### config.mk
export PLATFORM = sky130hd
export DESIGN_NAME = three_button_debounce_long_press
export DESIGN_NICKNAME = d
export VERILOG_FILES = /design/src/sv/tbdlp_pkg.sv /design/src/sv/three_button_debounce_long_press.sv /design/src/sv/tbdlp_ctrl.sv /design/src/sv/tbdlp_dp.sv
export SDC_FILE = /design/constraint.sdc
export NUM_CORES = 1
export LEC_CHECK = 0
export ABC_AREA = 1
export BUFFER_PORTS_ARGS = -buffer_cell sky130_fd_sc_hd__buf_2
export CELL_PAD_IN_SITES_DETAIL_PLACEMENT = 1
export CELL_PAD_IN_SITES_GLOBAL_PLACEMENT = 1
export CORE_MARGIN = 3
export CORE_UTILIZATION = 52
export CTS_BUF_LIST = sky130_fd_sc_hd__clkbuf_8
export CTS_CLUSTER_DIAMETER = 150
export DETAILED_ROUTE_END_ITERATION = 16
export PLACE_DENSITY_LB_ADDON = 0.1
export SLEW_MARGIN = 20
export SYNTH_ARGS = -nofsm -noshare
export SYNTH_HDL_FRONTEND = slang
export SYNTH_HIERARCHICAL = 1
export SYNTH_SLANG_ARGS = --single-unit
export TNS_END_PERCENT = 100
### constraint.sdc
create_clock -name aclk -period 8.5 [get_ports aclk]
set_clock_uncertainty 0.2 [all_clocks]
set_input_delay 1.7 -clock aclk [delete_from_list [all_inputs] [get_ports aclk]]
set_output_delay 1.7 -clock aclk [all_outputs]
set_load 0.01 [all_outputs]
### src/sv/tbdlp_pkg.sv
// ----------------------------------------------------------------------------
// tbdlp_pkg
// Shared types, constants and helpers of the three-button debouncer.
// ----------------------------------------------------------------------------
`default_nettype none

package tbdlp_pkg;

    // button lanes and counter width
    localparam int NUM_BUTTONS = 3;
    localparam int COUNT_BITS  = 17;

    // lane positions
    localparam int BTN_PREV    = 0;
    localparam int BTN_NEXT    = 1;
    localparam int BTN_CONFIRM = 2;

    // configuration port
    localparam int CFG_INDEX_BITS = 2;
    localparam int CFG_DATA_BITS  = 16;
    localparam logic [CFG_INDEX_BITS-1:0] REG_DEBOUNCE   = 2'd0;
    localparam logic [CFG_INDEX_BITS-1:0] REG_LONG_PRESS = 2'd1;
    localparam logic [CFG_DATA_BITS-1:0]  DEBOUNCE_RESET   = 16'd50;
    localparam logic [CFG_DATA_BITS-1:0]  LONG_PRESS_RESET = 16'd1000;

    // progress fraction and serial divider sizing
    localparam int PROG_FRAC_BITS = 8;
    localparam int PROG_BITS      = PROG_FRAC_BITS + 1;
    localparam logic [PROG_BITS-1:0] PROG_FULL = PROG_BITS'(1 << PROG_FRAC_BITS);
    localparam int DIV_BITS     = COUNT_BITS + PROG_FRAC_BITS;
    localparam int DIV_CNT_BITS = $clog2(DIV_BITS);

    // controller states
    typedef enum logic [1:0] {
        ST_IDLE,
        ST_PREP,
        ST_DIV,
        ST_DONE
    } state_t;

    // controller to datapath
    typedef struct packed {
        logic update;
        logic div_init;
        logic div_step;
        logic out_load;
    } ctrl_cmd_t;

    // datapath to controller
    typedef struct packed {
        logic div_last;
        logic out_free;
    } dp_status_t;

    // saturating counter increment
    function automatic logic [COUNT_BITS-1:0] sat_inc(input logic [COUNT_BITS-1:0] v);
        return (&v) ? v : v + COUNT_BITS'(1);
    endfunction

endpackage

`default_nettype wire

### src/sv/three_button_debounce_long_press.sv
// ----------------------------------------------------------------------------
// three_button_debounce_long_press
// Debounces previous, next and confirm buttons and reports short and long
// presses plus the confirm hold progress, one result per millisecond tick.
//
// Input channel s_*: one beat per tick, three raw active-low levels.
// Result channel m_*: one beat per tick, short/long flags per button and
// confirm_progress, a Q1.8 fraction of the long-press time (256 = full).
// Config channel cfg_*: always ready; index 0 is the debounce time, index 1
// the long-press time, other indexes are ignored. Write only while idle.
//
// Sequence: the input beat is taken in the idle state, then the divider is
// loaded, 25 serial divider steps run (one quotient bit a cycle of
// held*256 / long-press time) and the result register is loaded.
// A new tick is taken only in the idle state, once the previous result has
// been loaded into the output register.
// When the receiver stalls, one more tick is taken and computed, then waits
// until the output register frees; further ticks are held off meanwhile.
// Reset restores the default times (50 and 1000), idle levels on all
// buttons and cleared counters; no result is pending after reset.
// ----------------------------------------------------------------------------
`default_nettype none

module three_button_debounce_long_press (
    input  wire logic                                   aclk,
    input  wire logic                                   aresetn,
    // configuration
    input  wire logic                                   cfg_valid,
    output logic                                        cfg_ready,
    input  wire logic [tbdlp_pkg::CFG_INDEX_BITS-1:0]   cfg_index,
    input  wire logic [tbdlp_pkg::CFG_DATA_BITS-1:0]    cfg_data,
    // input ticks
    input  wire logic                                   s_valid,
    output logic                                        s_ready,
    input  wire logic                                   s_prev_level,
    input  wire logic                                   s_next_level,
    input  wire logic                                   s_confirm_level,
    // results
    output logic                                        m_valid,
    input  wire logic                                   m_ready,
    output logic                                        m_prev_short,
    output logic                                        m_prev_long,
    output logic                                        m_next_short,
    output logic                                        m_next_long,
    output logic                                        m_confirm_short,
    output logic                                        m_confirm_long,
    output logic [tbdlp_pkg::PROG_BITS-1:0]             m_confirm_progress
);
    import tbdlp_pkg::*;

    ctrl_cmd_t              cmd;
    dp_status_t             status;
    logic [NUM_BUTTONS-1:0] levels;
    logic [NUM_BUTTONS-1:0] ev_short;
    logic [NUM_BUTTONS-1:0] ev_long;

    // gather lane levels
    always_comb begin
        levels              = '1;
        levels[BTN_PREV]    = s_prev_level;
        levels[BTN_NEXT]    = s_next_level;
        levels[BTN_CONFIRM] = s_confirm_level;
    end

    tbdlp_ctrl u_ctrl (
        .aclk    (aclk),
        .aresetn (aresetn),
        .s_valid (s_valid),
        .s_ready (s_ready),
        .status  (status),
        .cmd     (cmd)
    );

    tbdlp_dp u_dp (
        .aclk      (aclk),
        .aresetn   (aresetn),
        .cfg_valid (cfg_valid),
        .cfg_ready (cfg_ready),
        .cfg_index (cfg_index),
        .cfg_data  (cfg_data),
        .levels    (levels),
        .cmd       (cmd),
        .status    (status),
        .m_valid   (m_valid),
        .m_ready   (m_ready),
        .ev_short  (ev_short),
        .ev_long   (ev_long),
        .progress  (m_confirm_progress)
    );

    // spread lane flags onto named ports
    assign m_prev_short    = ev_short[BTN_PREV];
    assign m_prev_long     = ev_long[BTN_PREV];
    assign m_next_short    = ev_short[BTN_NEXT];
    assign m_next_long     = ev_long[BTN_NEXT];
    assign m_confirm_short = ev_short[BTN_CONFIRM];
    assign m_confirm_long  = ev_long[BTN_CONFIRM];

endmodule

`default_nettype wire

### src/sv/tbdlp_ctrl.sv
// ----------------------------------------------------------------------------
// tbdlp_ctrl
// Sequencer: takes a tick, runs the progress divider, hands off the result.
// ----------------------------------------------------------------------------
`default_nettype none

module tbdlp_ctrl (
    input  wire logic                   aclk,
    input  wire logic                   aresetn,
    input  wire logic                   s_valid,
    output logic                        s_ready,
    input  tbdlp_pkg::dp_status_t       status,
    output tbdlp_pkg::ctrl_cmd_t        cmd
);
    import tbdlp_pkg::*;

    state_t state_reg;
    state_t state_next;

    // state register
    always_ff @(posedge aclk) begin
        if (!aresetn) begin
            state_reg <= ST_IDLE;
        end else begin
            state_reg <= state_next;
        end
    end

    // next state
    always_comb begin
        state_next = state_reg;
        unique case (state_reg)
            ST_IDLE: begin
                if (s_valid) state_next = ST_PREP;
            end
            ST_PREP: begin
                state_next = ST_DIV;
            end
            ST_DIV: begin
                if (status.div_last) state_next = ST_DONE;
            end
            ST_DONE: begin
                if (status.out_free) state_next = ST_IDLE;
            end
            default: state_next = ST_IDLE;
        endcase
    end

    // outputs
    always_comb begin
        s_ready      = 1'b0;
        cmd          = '0;
        unique case (state_reg)
            ST_IDLE: begin
                s_ready    = 1'b1;
                cmd.update = s_valid;
            end
            ST_PREP: begin
                cmd.div_init = 1'b1;
            end
            ST_DIV: begin
                cmd.div_step = 1'b1;
            end
            ST_DONE: begin
                cmd.out_load = status.out_free;
            end
            default: begin
                s_ready = 1'b0;
            end
        endcase
    end

    // a taken tick always starts the divider next
    assert property (@(posedge aclk) disable iff (!aresetn)
        cmd.update |=> cmd.div_init)
        else $error("divider not started after tick");

    // no new tick while a division is running
    assert property (@(posedge aclk) disable iff (!aresetn)
        cmd.div_step |-> !s_ready)
        else $error("input taken during division");

    // a result is handed off only after the last divider step
    assert property (@(posedge aclk) disable iff (!aresetn)
        (cmd.out_load && !$past(cmd.out_load)) |-> $past(status.div_last) || $past(state_reg == ST_DONE))
        else $error("result loaded before division finished");

endmodule

`default_nettype wire

### src/sv/tbdlp_dp.sv
// ----------------------------------------------------------------------------
// tbdlp_dp
// Datapath: per-button debounce lanes, config registers, serial progress
// divider and the result register.
// ----------------------------------------------------------------------------
`default_nettype none

module tbdlp_dp (
    input  wire logic                                   aclk,
    input  wire logic                                   aresetn,
    // configuration writes
    input  wire logic                                   cfg_valid,
    output logic                                        cfg_ready,
    input  wire logic [tbdlp_pkg::CFG_INDEX_BITS-1:0]   cfg_index,
    input  wire logic [tbdlp_pkg::CFG_DATA_BITS-1:0]    cfg_data,
    // raw levels of the tick
    input  wire logic [tbdlp_pkg::NUM_BUTTONS-1:0]      levels,
    // controller link
    input  tbdlp_pkg::ctrl_cmd_t                        cmd,
    output tbdlp_pkg::dp_status_t                       status,
    // result
    output logic                                        m_valid,
    input  wire logic                                   m_ready,
    output logic [tbdlp_pkg::NUM_BUTTONS-1:0]           ev_short,
    output logic [tbdlp_pkg::NUM_BUTTONS-1:0]           ev_long,
    output logic [tbdlp_pkg::PROG_BITS-1:0]             progress
);
    import tbdlp_pkg::*;

    // configuration
    logic [CFG_DATA_BITS-1:0] deb_reg, deb_next;
    logic [CFG_DATA_BITS-1:0] lpt_reg, lpt_next;

    // per-button state
    logic [NUM_BUTTONS-1:0] raw_reg,    raw_next;
    logic [NUM_BUTTONS-1:0] stable_reg, stable_next;
    logic [NUM_BUTTONS-1:0] active_reg, active_next;
    logic [NUM_BUTTONS-1:0] done_reg,   done_next;
    logic [NUM_BUTTONS-1:0] short_reg,  short_next;
    logic [NUM_BUTTONS-1:0] long_reg,   long_next;
    logic [COUNT_BITS-1:0]  tsc_reg  [NUM_BUTTONS];
    logic [COUNT_BITS-1:0]  tsc_next [NUM_BUTTONS];
    logic [COUNT_BITS-1:0]  held_reg [NUM_BUTTONS];
    logic [COUNT_BITS-1:0]  held_next[NUM_BUTTONS];

    // divider
    logic [CFG_DATA_BITS-1:0] rem_reg, rem_next;
    logic [DIV_BITS-1:0]      quo_reg, quo_next;
    logic [DIV_CNT_BITS-1:0]  cnt_reg, cnt_next;
    logic [CFG_DATA_BITS:0]   trial;
    logic                     trial_ge;

    // result register
    logic                   m_valid_reg,  m_valid_next;
    logic [NUM_BUTTONS-1:0] o_short_reg,  o_short_next;
    logic [NUM_BUTTONS-1:0] o_long_reg,   o_long_next;
    logic [PROG_BITS-1:0]   o_prog_reg,   o_prog_next;
    logic                   prog_on;
    logic [PROG_BITS-1:0]   prog_val;

    assign cfg_ready = 1'b1;

    // config register writes, unknown indexes dropped
    always_comb begin
        deb_next = deb_reg;
        lpt_next = lpt_reg;
        if (cfg_valid) begin
            unique case (cfg_index)
                REG_DEBOUNCE:   deb_next = cfg_data;
                REG_LONG_PRESS: lpt_next = cfg_data;
                default: begin
                    deb_next = deb_reg;
                end
            endcase
        end
    end

    // debounce and press tracking, one independent lane per button
    always_comb begin
        logic [COUNT_BITS-1:0] held_inc;
        logic [COUNT_BITS-1:0] tsc_new;
        logic                  raw_new;
        raw_next    = raw_reg;
        stable_next = stable_reg;
        active_next = active_reg;
        done_next   = done_reg;
        short_next  = short_reg;
        long_next   = long_reg;
        tsc_next    = tsc_reg;
        held_next   = held_reg;
        held_inc    = '0;
        tsc_new     = '0;
        raw_new     = 1'b1;
        if (cmd.update) begin
            for (int b = 0; b < NUM_BUTTONS; b++) begin
                short_next[b] = 1'b0;
                long_next[b]  = 1'b0;
                held_inc = active_reg[b] ? sat_inc(held_reg[b]) : held_reg[b];
                if (levels[b] != raw_reg[b]) begin
                    raw_new = levels[b];
                    tsc_new = '0;
                end else begin
                    raw_new = raw_reg[b];
                    tsc_new = sat_inc(tsc_reg[b]);
                end
                raw_next[b]  = raw_new;
                tsc_next[b]  = tsc_new;
                held_next[b] = held_inc;
                if (tsc_new > COUNT_BITS'(deb_reg)) begin
                    if (raw_new != stable_reg[b]) begin
                        // level committed
                        stable_next[b] = raw_new;
                        held_next[b]   = '0;
                        done_next[b]   = 1'b0;
                        active_next[b] = !raw_new;
                        short_next[b]  = raw_new && !done_reg[b];
                    end else if (!stable_reg[b] && active_reg[b] && !done_reg[b]
                                 && held_inc >= COUNT_BITS'(lpt_reg)) begin
                        // long-press threshold reached
                        long_next[b] = 1'b1;
                        done_next[b] = 1'b1;
                    end
                end
            end
        end
    end

    // restoring division of held*256 by the long-press time, one bit a cycle
    assign trial    = {rem_reg, quo_reg[DIV_BITS-1]};
    assign trial_ge = trial >= {1'b0, lpt_reg};

    always_comb begin
        rem_next = rem_reg;
        quo_next = quo_reg;
        cnt_next = cnt_reg;
        if (cmd.div_init) begin
            rem_next = '0;
            quo_next = {held_reg[BTN_CONFIRM], PROG_FRAC_BITS'(0)};
            cnt_next = '0;
        end else if (cmd.div_step) begin
            rem_next = trial_ge ? CFG_DATA_BITS'(trial - {1'b0, lpt_reg})
                                : trial[CFG_DATA_BITS-1:0];
            quo_next = {quo_reg[DIV_BITS-2:0], trial_ge};
            cnt_next = cnt_reg + DIV_CNT_BITS'(1);
        end
    end

    assign status.div_last = (cnt_reg == DIV_CNT_BITS'(DIV_BITS - 1));
    assign status.out_free = !m_valid_reg || m_ready;

    // confirm progress, shown only while held and before the long event
    assign prog_on = !stable_reg[BTN_CONFIRM] && active_reg[BTN_CONFIRM]
                     && !done_reg[BTN_CONFIRM];

    always_comb begin
        if (!prog_on) begin
            prog_val = '0;
        end else if (lpt_reg == '0) begin
            prog_val = PROG_FULL;
        end else if (quo_reg > DIV_BITS'(PROG_FULL)) begin
            prog_val = PROG_FULL;
        end else begin
            prog_val = quo_reg[PROG_BITS-1:0];
        end
    end

    // result register and its beat handshake
    always_comb begin
        m_valid_next = m_valid_reg;
        o_short_next = o_short_reg;
        o_long_next  = o_long_reg;
        o_prog_next  = o_prog_reg;
        if (cmd.out_load) begin
            m_valid_next = 1'b1;
            o_short_next = short_reg;
            o_long_next  = long_reg;
            o_prog_next  = prog_val;
        end else if (m_ready) begin
            m_valid_next = 1'b0;
        end
    end

    // control and state registers
    always_ff @(posedge aclk) begin
        if (!aresetn) begin
            deb_reg     <= DEBOUNCE_RESET;
            lpt_reg     <= LONG_PRESS_RESET;
            raw_reg     <= '1;
            stable_reg  <= '1;
            active_reg  <= '0;
            done_reg    <= '0;
            m_valid_reg <= 1'b0;
            cnt_reg     <= '0;
            for (int b = 0; b < NUM_BUTTONS; b++) begin
                tsc_reg[b]  <= '0;
                held_reg[b] <= '0;
            end
        end else begin
            deb_reg     <= deb_next;
            lpt_reg     <= lpt_next;
            raw_reg     <= raw_next;
            stable_reg  <= stable_next;
            active_reg  <= active_next;
            done_reg    <= done_next;
            m_valid_reg <= m_valid_next;
            cnt_reg     <= cnt_next;
            tsc_reg     <= tsc_next;
            held_reg    <= held_next;
        end
    end

    // payload registers
    always_ff @(posedge aclk) begin
        short_reg   <= short_next;
        long_reg    <= long_next;
        rem_reg     <= rem_next;
        quo_reg     <= quo_next;
        o_short_reg <= o_short_next;
        o_long_reg  <= o_long_next;
        o_prog_reg  <= o_prog_next;
    end

    assign m_valid  = m_valid_reg;
    assign ev_short = o_short_reg;
    assign ev_long  = o_long_reg;
    assign progress = o_prog_reg;

    // a pending result is never overwritten
    assert property (@(posedge aclk) disable iff (!aresetn)
        cmd.out_load |-> (!m_valid_reg || m_ready))
        else $error("result register overwritten");

    // progress never exceeds full scale
    assert property (@(posedge aclk) disable iff (!aresetn)
        m_valid_reg |-> (o_prog_reg <= PROG_FULL))
        else $error("progress above full scale");

    // a button never reports short and long in the same beat
    assert property (@(posedge aclk) disable iff (!aresetn)
        m_valid_reg |-> ((o_short_reg & o_long_reg) == '0))
        else $error("short and long event together");

endmodule

`default_nettype wire

* After elaboration in Yosys (flattened, before gate mapping) *
Cells that the tools add are included.

storage, ports and cells
  register bits = 216
  input bits = 26
  output and inout bits = 18
  word-level logic and storage cells = 175

cells by class
  $add $sub $neg = 8
  $lt $le $gt $ge = 8
  eq/ne operators = 14
  muxes and demuxes = 52
  bitwise operators = 5
  reduce and logical (&&, ||, !) cells = 54

operator list
  cell                                                  count
  2-to-1 mux 17 bit                                     21
  adder 17 x 1 -> 17 bit (second input constant)        6
  AND reduction 17 bit                                  6
  >= comparator 17 x 16 -> 1 bit                        4
  > comparator 17 x 16 -> 1 bit                         3
  2-to-1 mux 25 bit                                     2
  > comparator 25 x 9 -> 1 bit (second input constant)  1
  2-to-1 mux 1 bit                                      22
  AND reduction 3 bit                                   7
  2-to-1 mux 9 bit                                      2
  zero test 16 bit                                      1
  2-to-1 mux 16 bit                                     1
  subtractor 16 bit                                     1
  logical AND 1 bit                                     12
  zero test 1 bit                                       10
  AND reduction 2 bit                                   5
  nonzero test 2 bit                                    5
  one-hot mux 2 bit (4 select lines)                    1
  OR reduction 2 bit                                    4
  2-to-1 mux 2 bit                                      3
  != test 1 bit                                         6
  adder 5 x 1 -> 5 bit (second input constant)          1
  equality test 5 bit (second input constant)           1
  NOT 1 bit                                             5
  other kinds (7)                                       11

* Longest topological paths before layout *
  depth in word-level cells = 7
  depth in mapped cells = 28
  gate-level depth less buffers = 28

* By module *
The synthesis kept the hierarchy.

by module, submodules not included
  module      instances  cells each  area each (µm²)  seq. area each (µm²)
  tbdlp_dp    1          1989        14470.1          4664.5
  tbdlp_ctrl  1          28          183.9            40.0

* Worst setup path before layout *
Ideal clock, no wire load.

  path type = in2reg
  start = input s_next_level
  end = register u_dp.short_reg[1] (data pin)
  setup time = 0.261 ns
  arrival = 3.627 ns
  data required time = 8.039 ns
  setup slack = 4.412 ns
  stages on the path = 14
  path buffers = 2
  cells stage by stage = ha_1 -> clkbuf_1 -> nand3_1 -> inv_1 -> ha_1 -> nand2_1 -> nor2_1 -> a211oi_1 -> nor2_1 -> nor2_1 -> nand3_2 -> nand3_4 -> buf_6 -> nor3_1

on the way
  word-level cells in the longest chain between the ends = 5
  elaborated cells between the ends (all ways) = 9
  classes of those cells = order compare (1); eq/ne (2); mux (4); reduce/logical (2)

ends and longest elaborated chain
  what                                                                   line                                    source
  start: declaration                                                     three_button_debounce_long_press.sv:36  input wire logic s_next_level,
  != test 1 bit                                                          tbdlp_dp.sv:99                          if (levels[b] != raw_reg[b]) begin
  2-to-1 mux 17 bit / 2-to-1 mux 1 bit (equally long branches)           tbdlp_dp.sv:99
  2-to-1 mux 17 bit / 2-to-1 mux 1 bit (equally long branches)           tbdlp_dp.sv:94                          if (cmd.update) begin
  > comparator 17 x 16 -> 1 bit / != test 1 bit (equally long branches)  tbdlp_dp.sv:109, tbdlp_dp.sv:110
  AND reduction 2 bit (no line)                                          --
  end signal: assignment                                                 tbdlp_dp.sv:214                         short_reg <= short_next;
  end: declaration                                                       tbdlp_dp.sv:39                          logic [NUM_BUTTONS-1:0] short_reg, short_next;

Several ways; a longest one is shown, not always the timed one. The select of a mux whose other input is x is not followed.
A chain may end at the register's enable or synchronous reset.

* Final worst setup path *
  start = input s_confirm_level
  end = register u_dp.short_reg[2] (data pin)

on the way
  word-level cells in the longest chain between the ends = 5
  elaborated cells between the ends (all ways) = 9
  classes of those cells = order compare (1); eq/ne (2); mux (4); reduce/logical (2)

ends and longest elaborated chain
  what                                                                   line                                    source
  start: declaration                                                     three_button_debounce_long_press.sv:37  input wire logic s_confirm_level,
  != test 1 bit                                                          tbdlp_dp.sv:99
  2-to-1 mux 17 bit / 2-to-1 mux 1 bit (equally long branches)           tbdlp_dp.sv:99
  2-to-1 mux 17 bit / 2-to-1 mux 1 bit (equally long branches)           tbdlp_dp.sv:94
  > comparator 17 x 16 -> 1 bit / != test 1 bit (equally long branches)  tbdlp_dp.sv:109, tbdlp_dp.sv:110
  AND reduction 2 bit (no line)                                          --

Several ways; a longest one is shown, not always the timed one. The select of a mux whose other input is x is not followed.

==> flow_summary.json <==
{
  "status": "finished, final reports clean",
  "cts_root_buf": "clkbuf_8",
  "vias": 14080,
  "layoutNonFillerInstCount": 2447,
  "synth_cell_types": 61,
  "fin_crit_ns": 4.313,
  "cts_made_buffers": 42,
  "cp.arrival_ns": 4.48,
  "remaining_drc_errors": 0,
  "drive_gt1_share_pct": 11.28,
  "h-tree-depth": 2,
  "cap_violations": 0,
  "startpoint_type": "input port",
  "final_common_cell": "nand2_1",
  "regToRegSetupSlack_ns": 4.22,
  "io_buffers": 42,
  "slew_violations": 0,
  "irDropWorstVdd_mv": 0.1506,
  "required_ns": 8.67,
  "routabilityCongestion": 0.8837,
  "finalSetupViolCount": 0,
  "io_pins": 44,
  "sw_frac_of_total_pct": 43.00,
  "cp_top_family": "simple AND/OR/NAND/NOR gates",
  "core_um2": 27330,
  "final_nets": 2200,
  "timing.rr.start": "u_dp/tsc_reg[0]",
  "crit_chain": "buf_2 -> ha_1 -> inv_1 -> nor3_2 -> ha_1 -> a21oi_1 -> o21a_1 -> o221ai_1 -> nand2_1 -> nand3_2 -> nand3_2 -> nor3b_1",
  "initial_core_util_pct": 53.63,
  "max_stage_delay_ns": 0.61,
  "grt_pass1_wl_um": 74710,
  "via_per_inst": 5.754,
  "clk_latency_ns": 0.55,
  "power_switching_mw": 1.740,
  "drtIter0Drc": 608,
  "slowest_stage": "ha_1",
  "synth_edf_count": 38,
  "die_area_um2": 30230,
  "final_util_pct": 58.30,
  "endpoint_kind": "register",
  "p_per_area_nw_per_um2": 253.9,
  "clkSlewWorstSetupHoldPaths_ns": 0.06,
  "cp-startpoint": "s_confirm_level",
  "slew_headroom_pct": 34.54,
  "seqPwrFrac_pct": 35.5,
  "fmax_mhz": 231.9,
  "synth_area_um2": 14650,
  "hold_start": "u_dp/short_reg[1]",
  "grt_pass1_vias": 14880,
  "grt_max_degree": 111,
  "post_cts_resized": 0,
  "avgSynthCellArea_um2": 7.265,
  "routedWlPerCell_um": 18.69,
  "rsz0062_at_grt": "no",
  "placedCellCount": 2371,
  "worstPathMaxFanout": 17,
  "setup_tns_ns": 0,
  "hp-class": "register to register",
  "critical_path_class": "input port to register",
  "ant_nets": 0,
  "die_height_um": 173.9,
  "synth_flop_cell": "dfxtp_1",
  "cts_buffer_depth": 3,
  "hold_viol": 0,
  "routed_wl_um": 45730,
  "syn-num-nets": 2174,
  "layout_common_cells": "nand2_1, inv_1, nor2_1, dfxtp_1, a21oi_1",
  "rr_worst_depth": 18,
  "cts_tree": "yes",
  "power.internal_mw": 2.306,
  "timing.hold.worst_path_depth": 0,
  "nFillCells": 3606,
  "pwr-share-clk_pct": 25.9,
  "num_rows": 60,
  "grt_overflow": 0,
  "dr.pass1.iters": 8,
  "hold_path_end": "u_dp/ev_short[1]",
  "crit_buf_inv": 2,
  "fin_crit_sh_pct": 50.74,
  "track_usage_pct": 29.85,
  "ys_ff_latch": 216,
  "synthToLayoutAreaGrowth_pct": 8.717,
  "yosysWarnings": 6,
  "synthArstFlopShare_pct": 0,
  "r2r_end": "u_dp/short_reg[2]",
  "worst_slew_pin_slew_ns": 0.9782,
  "die_x_um": 173.9,
  "combPwrFrac_pct": 38.7,
  "cts_sinks": 216,
  "antenna_found_initial": 0,
  "synth_cells": 2017,
  "yosysSeqAreaShare_pct": 32.10,
  "p_leak_nw": 6.982,
  "cts_setup_buffers": 0,
  "holdBufCountCts": 0,
  "antenna_cells": 0,
  "dp_hpwl_um": 33110
}
-- metal layers --
metal  GRT usage (%)  wire length [um]  part of all wire [%]
met1           36.50             19680                    43
met2           53.13             22480                    49
met3           4.534              2017                   4.4
met4           10.66              1553                   3.4
met5          0.3205                 0                     0
-- power by group through the flow --
| stage | registers, mW | clock network, mW | logic, mW |
|---|---|---|---|
| after floorplan | 1.39 | 0 | 1.16 |
| after global placement | 1.44 | 0 | 1.46 |
| after detailed placement | 1.45 | 0 | 1.53 |
| after CTS | 1.43 | 1.07 | 1.55 |
| after global routing | 1.46 | 1.12 | 1.75 |
| final | 1.43 | 1.05 | 1.56 |
-- kinds of logic after synthesis --
family | count (synthesis) | synth area share [%]
other | 1 | 0.02559
flip-flops | 216 | 32.10
adder cells (fa/ha/maj) | 131 | 11.24
AO/OA/AOI/OAI | 396 | 15.65
buffers and inverters | 329 | 8.683
XOR/XNOR | 79 | 4.722
AND/OR/NAND/NOR | 865 | 27.58
-- through the flow --
stage / worst slack (ns) / instance area, um^2 / hold WS, ns / power (mW)
2_1_floorplan: 4.412 / 14650 / 0.2003 / 2.544
3_5_place_dp: 3.635 / 15090 / 0.2143 / 2.978
3_3_place_gp: 3.761 / 15090 / 0.2046 / 2.894
4_1_cts: 4.243 / 15930 / 0.2202 / 4.052
5_1_grt: 3.877 / 15930 / 0.2407 / 4.332
6_report: 4.187 / 15930 / 0.2246 / 4.045
-- layout make-up --
| type | instances | area, um^2 | area share [%] |
|---|---|---|---|
| Tap cell | 372 | 465.4 | 2.922 |
| Multi-Input combinational cell | 1472 | 8680 | 54.48 |
| Clock inverter | 28 | 172.7 | 1.084 |
| Timing Repair Buffer | 48 | 259.0 | 1.626 |
| Inverter | 263 | 989.7 | 6.212 |
| Clock buffer | 48 | 660.6 | 4.147 |
| Sequential cell | 216 | 4705 | 29.53 |
-- worst max-delay path by stage --
stage                         to  depth (start not counted)
2_1_floorplan  u_dp/short_reg[1]                         14
3_3_place_gp   u_dp/held_reg[13]                         13
3_5_place_dp   u_dp/short_reg[2]                         12
4_1_cts        u_dp/short_reg[2]                         12
5_1_grt        u_dp/short_reg[2]                         18
6_report       u_dp/short_reg[2]                         12
-- worst reg2reg max path, stage by stage, from the launching register on --
cell	delay, ns
dfxtp_1	0.46
ha_1	0.30
inv_1	0.11
nor4_4	0.36
nand4_1	0.15
nor2_2	0.19
inv_2	0.09
nand3_2	0.09
nor2_1	0.09
or2_1	0.21
nand3_1	0.12
inv_1	0.08
ha_1	0.32
nand4_1	0.14
nor3_1	0.19
nand3_1	0.12
nand3_2	0.11
nand3_2	0.43
nor3b_1	0.36
-- synth_stat cells (4+ instances only) --
| master | count | area, um^2 |
|---|---|---|
| o22ai_1 | 9 | 56.30 |
| o21a_1 | 5 | 37.54 |
| a22o_1 | 4 | 35.03 |
| o21ai_0 | 128 | 640.6 |
| nor3_1 | 34 | 170.2 |
| nor4_1 | 26 | 162.7 |
| edfxtp_1 | 38 | 1141 |
| nor3_2 | 4 | 40.04 |
| xor2_1 | 60 | 525.5 |
| nand2_1 | 390 | 1464 |
| a21oi_2 | 26 | 227.7 |
| o21ai_1 | 9 | 45.04 |
| nand3_2 | 25 | 250.2 |
| dfxtp_1 | 178 | 3563 |
| nand4_1 | 44 | 275.3 |
| inv_1 | 238 | 893.4 |
| buf_2 | 6 | 30.03 |
| xnor2_1 | 19 | 166.4 |
| a21o_1 | 4 | 30.03 |
| nor2_1 | 179 | 671.9 |
| o211ai_1 | 23 | 172.7 |
| nor2_2 | 8 | 50.05 |
| ha_1 | 130 | 1627 |
| clkbuf_1 | 54 | 202.7 |
| nand2_2 | 19 | 118.9 |
| a21oi_1 | 154 | 770.7 |
| nand3_1 | 110 | 550.5 |
| clkinv_1 | 6 | 22.52 |
| a211oi_1 | 12 | 90.09 |
| nand3_4 | 4 | 70.07 |
| inv_2 | 19 | 71.32 |
| o21bai_1 | 6 | 45.04 |
Note: power is estimated with default switching activity, not from simulation.
